$ cat config.mk
export PLATFORM = sky130hd
export DESIGN_NAME = rpa_front
export DESIGN_NICKNAME = d
export VERILOG_FILES = /design/src/design/rpa_pkg.sv /design/src/design/rpa_front.sv
export SDC_FILE = /design/constraint.sdc
export NUM_CORES = 1
export LEC_CHECK = 0
export ABC_AREA = 1
export BUFFER_PORTS_ARGS = -buffer_cell sky130_fd_sc_hd__clkbuf_2
export CORE_ASPECT_RATIO = 1.1
export CORE_MARGIN = 4
export CORE_UTILIZATION = 45
export CTS_BUF_LIST = sky130_fd_sc_hd__clkbuf_8
export CTS_CLUSTER_SIZE = 14
export DETAILED_ROUTE_END_ITERATION = 8
export HOLD_SLACK_MARGIN = 0.15
export PLACE_DENSITY_LB_ADDON = 0.05
export SYNTH_ARGS = -nofsm -noshare
export SYNTH_HDL_FRONTEND = slang
export SYNTH_SLANG_ARGS = --single-unit
$ cat constraint.sdc
create_clock -name clk_i -period 10.59 [get_ports clk_i]
set_input_delay 0.5295 -clock clk_i [delete_from_list [all_inputs] [get_ports clk_i]]
set_output_delay 0.5295 -clock clk_i [all_outputs]
set_load 0.05 [all_outputs]
$ cat src/design/rpa_pkg.sv
// Package for the refcounted page allocator: sizes, operation and status codes,
// and the queue entry type shared by the front and back parts. No dependencies.
package rpa_pkg;

  localparam int unsigned Pages     = 32768;
  localparam int unsigned PageBytes = 4096;
  localparam int unsigned RefBits   = 8;
  localparam int unsigned AddrW     = 40;
  localparam int unsigned IdxW      = $clog2(Pages);
  localparam int unsigned TopW      = $clog2(Pages + 1);
  localparam int unsigned OffW      = $clog2(PageBytes);
  localparam int unsigned FreeW     = 16;
  localparam int unsigned OpW       = 3;
  localparam int unsigned StatW     = 2;
  localparam int unsigned CfgIdxW   = 2;

  localparam logic [OpW-1:0] OpInit    = 3'd0;
  localparam logic [OpW-1:0] OpAlloc   = 3'd1;
  localparam logic [OpW-1:0] OpFree    = 3'd2;
  localparam logic [OpW-1:0] OpRefUp   = 3'd3;
  localparam logic [OpW-1:0] OpRefDown = 3'd4;
  localparam logic [OpW-1:0] OpCow     = 3'd5;
  localparam logic [OpW-1:0] OpQuery   = 3'd6;

  localparam logic [StatW-1:0] StOk     = 2'd0;
  localparam logic [StatW-1:0] StBadAdr = 2'd1;
  localparam logic [StatW-1:0] StOom    = 2'd2;
  localparam logic [StatW-1:0] StDouble = 2'd3;

  localparam logic [CfgIdxW-1:0] RegMemBase = 2'd0;
  localparam logic [CfgIdxW-1:0] RegFirst   = 2'd1;
  localparam logic [CfgIdxW-1:0] RegMemTop  = 2'd2;

  // Classified command handed from front to back
  typedef struct packed {
    logic [OpW-1:0]   op;
    logic             addr_ok;
    logic [IdxW-1:0]  idx;
    logic [AddrW-1:0] addr;
  } cmd_t;

  localparam int unsigned QDepth = 2;

endpackage

$ cat src/design/rpa_front.sv
// Front part: accepts operations, checks the page address, queues commands.
// Depends on rpa_pkg.
module rpa_front import rpa_pkg::*; (
  input  logic             clk_i,
  input  logic             rst_ni,
  input  logic             in_valid_i,
  output logic             in_ready_o,
  input  logic [OpW-1:0]   op_i,
  input  logic [AddrW-1:0] addr_i,
  input  logic [AddrW-1:0] mem_base_i,
  input  logic [AddrW-1:0] first_i,
  input  logic [AddrW-1:0] mem_top_i,
  output logic             cmd_valid_o,
  input  logic             cmd_ready_i,
  output cmd_t             cmd_o
);

  cmd_t             q_q [QDepth];
  logic             wp_q, wp_d, rp_q, rp_d;
  logic [1:0]       cnt_q, cnt_d;
  logic [AddrW-1:0] off;
  logic             ok;
  cmd_t             cmd_new;
  logic             push, pop;

  // address check: alignment, offset alignment, bounds, index range
  always_comb begin
    off = addr_i - mem_base_i;
    ok  = (addr_i[OffW-1:0] == '0) && (off[OffW-1:0] == '0)
          && (addr_i >= mem_base_i) && (addr_i >= first_i)
          && (addr_i < mem_top_i) && (off[AddrW-1:OffW+IdxW] == '0);
    cmd_new.op      = op_i;
    cmd_new.addr_ok = ok;
    cmd_new.idx     = off[OffW+IdxW-1:OffW];
    cmd_new.addr    = addr_i;
  end

  assign in_ready_o  = (cnt_q != 2'(QDepth));
  assign cmd_valid_o = (cnt_q != 2'd0);
  assign cmd_o       = q_q[rp_q];
  assign push        = in_valid_i && in_ready_o;
  assign pop         = cmd_valid_o && cmd_ready_i;

  always_comb begin
    wp_d  = push ? ~wp_q : wp_q;
    rp_d  = pop ? ~rp_q : rp_q;
    cnt_d = cnt_q + {1'b0, push} - {1'b0, pop};
  end

  always_ff @(posedge clk_i or negedge rst_ni) begin
    if (!rst_ni) begin
      wp_q  <= 1'b0;
      rp_q  <= 1'b0;
      cnt_q <= 2'd0;
    end else begin
      wp_q  <= wp_d;
      rp_q  <= rp_d;
      cnt_q <= cnt_d;
    end
  end

  // queue payload
  always_ff @(posedge clk_i) begin
    if (push) q_q[wp_q] <= cmd_new;
  end

endmodule

==> key figures <==
Yosys
  – Cell variety after synth: 38
  – Ys flop type: edfxtp_1
  – Post-synth EDFFs: 118
  – Post-synth net total: 1589
  – Syn Std Cell Area: 9800 µm²
  – Seq/Total Area, Yosys: 0.372
  – Syn avg cell area: 7.54 µm²
  – Ys Warns: 0
  – Post-synthesis async set-or-reset flop share: 0.0328
  – Post-synthesis cell count: 1300
  – Yosys reg bits: 122

CTS
  – # clock sinks: 122
  – Root buffer cell: clkbuf_8
  – CTS HTree Levels: 4
  – Clock Pin Slew Worst Setup and Hold Paths: 0.08 ns
  – Clk buf depth: 2
  – Worst-Skew Late Latency: 0.44 ns
  – Post_cts resized: 0
  – Post-CTS Setup Inserts: 0
  – Num CTS Buffers: 17
  – CTS tree: done

Critical path
  – Crit path kind: register to output pin
  – Critical Path AT: 2.35 ns
  – Worst Path Max Fanout: 60
  – Startpoint Class: register
  – Critical path endpoint category: output pin
  – Worst endpoint required time: 10.06 ns

Routing
  – DRC: 0
  – Via density: 4.81
  – Drt first pass iters: 5
  – DRT Wirelength: 27.1 mm
  – Vias: 8845
  – Iter 0 DRT Violations: 442
  – Final antenna-violating net count: 0
  – Routed wire per std cell: 14.7 µm

Timing
  – Final Cycle Share: 0.271
  – RSZ-0062 raised after global routing: no
  – Measured slew at the worst slew-check pin: 1.19 ns
  – Max-slew violations: 0
  – Clk_skew: 0.00780 ns
  – Fin. Hold Viols: 0
  – Worst hold margin: 0.268 ns
  – Final Critical Period: 2.88 ns
  – Setup TNS Final: 0 ns
  – Max Fclk: 348 MHz
  – Worst rel slew slack: 0.206
  – Endpoints failing setup: 0

Status
  – Status: completed

Layout
  – Area delta synth->final: 19.3%
  – # diodes: 0
  – Layout cell share with drive strength beyond 1: 0.211
  – Nets: 1826

Die
  – Die W: 149 µm
  – Initial Util: 0.458
  – Core Box Area: 21400 µm²
  – # rows: 56
  – Die height: 163 µm
  – # IOs: 228
  – Die area: 24200 µm²

Pwr
  – Pwr Density: 197 nW/µm²
  – P_leak: 6.30 nW
  – Peak VDD IR: 0.000142 V

Worst hold path
  – Worst min path class: input port to register

Placed design
  – I/O Buffers: 227
  – RePlAce Congestion: 0.924
  – Post-DP HPWL: 21.4 mm

Global routing
  – Largest net degree at the start of global routing: 61
  – First-pass GRT wire length: 42.8 mm
  – Vias in the first global route: 8567
  – Grt ovf: 0
  – Initial antenna violation count: 0
  – GRT Total Usage: 0.226

Run
  – Max-cap violations: 0
==> worst paths after layout <==
path,startpoint,to,cells past startpoint,slack (ns)
setup / recovery,rp_q,cmd_o[55],4,7.71
hold / removal,op_i[2],q_q[1][58],1,0.27
setup reg to reg,cnt_q[1],q_q[1][32],4,8.70
hold reg to reg,cnt_q[0],cnt_q[0],1,0.51
max in group asynchronous,rst_ni,rp_q,2,10.02
min in group asynchronous,rst_ni,cnt_q[0],2,0.43
==> through the flow <==
step | setup slack [ns] | area [µm²] | util | std cells | total power [mW]
CTS | 7.61 | 11700 | 0.547 | 1839 | 2.33
detailed placement | 7.66 | 11300 | 0.528 | 1807 | 1.90
global placement | 7.73 | 11300 | 0.528 | 1807 | 1.90
finish | 7.71 | 11700 | 0.547 | 1839 | 2.31
floorplan | 6.67 | 9800 | - | 1300 | 1.58
global route | 7.51 | 11700 | 0.547 | 1839 | 2.46
==> critical path, stage by stage (launching register included) <==
cell,delay (ns)
dfrtp_2,0.41
inv_2,0.84
nand2_1,0.11
nand2_1,0.20
clkbuf_2,0.31
==> placed cells by master (no fill, tap or decap), types with 22 or more instances in the layout <==
cell type | netlist | layout
a21oi_1 | 79 | 79
clkbuf_2 | 0 | 227
edfxtp_1 | 118 | 118
ha_1 | 121 | 121
inv_1 | 223 | 224
nand2_1 | 445 | 445
nand2_2 | 31 | 31
nand3_1 | 33 | 33
nand4_1 | 22 | 22
nor2_1 | 92 | 90
o21ai_0 | 23 | 23
==> kinds of logic after synthesis <==
group	count (synthesis)	synth area share
AND/OR/NAND/NOR	667	0.291
AO/OA/AOI/OAI	125	0.0697
flip-flops	122	0.372
XOR/XNOR	19	0.0170
buffers and inverters	245	0.0939
adder cells (fa/ha/maj)	122	0.157
==> per-layer routing <==
metal	wire length, µm	vias up	share of wire	track usage
met1	12700	3907	0.47	0.305
met5	0	-	0	0
li1	-	4642	-	-
met2	12500	258	0.46	0.374
met3	1270	38	0.047	0.0317
met4	662	0	0.024	0.0785
==> Yosys cell counts (all sizes together) (2+ instances only) <==
cell	n	area (µm²)
nand2	478	1890
clkinv	2	7.51
ha	121	1510
edfxtp	118	3540
or2	2	12.5
nor2	104	435
a31oi	2	12.5
xnor2	5	43.8
a21o	3	22.5
a21oi	82	422
nand3	42	255
inv	230	863
dfrtp	4	100
o21a	3	22.5
o21ai	24	120
nand4	22	138
clkbuf	13	48.8
and2	4	25.0
xor2	14	123
nor3	8	45.0
nand3b	5	37.5
o21bai	8	60.1
==> sequential cells by signal, indices dropped and copies added (netlist names) <==
register  count
q_q         118
wp_q          1
cnt_q         2
rp_q          1
==> layout make-up <==
type / instances / area (µm²)
clock buffers: 17 / 234
clock inverters: 14 / 155
fillers: 2091 / 9690
inverters: 232 / 871
multi-input cells: 933 / 5250
flip-flops and latches: 122 / 3640
well taps: 290 / 363
repair buffers: 231 / 1170
==> power by group <==
| group | internal (mW) | switching [mW] | total (mW) |
|---|---|---|---|
| registers | 0.671 | 0.0254 | 0.696 |
| logic | 0.265 | 0.916 | 1.18 |
| clock network | 0.228 | 0.201 | 0.429 |
| total | 1.16 | 1.14 | 2.31 |
==> repair_timing <==
action,in CTS,in global routing
endpoints found under the hold margin,4,0
endpoints found under the setup margin,0,0
hold buffers,1,0
Power figures use the tool's default switching activity.
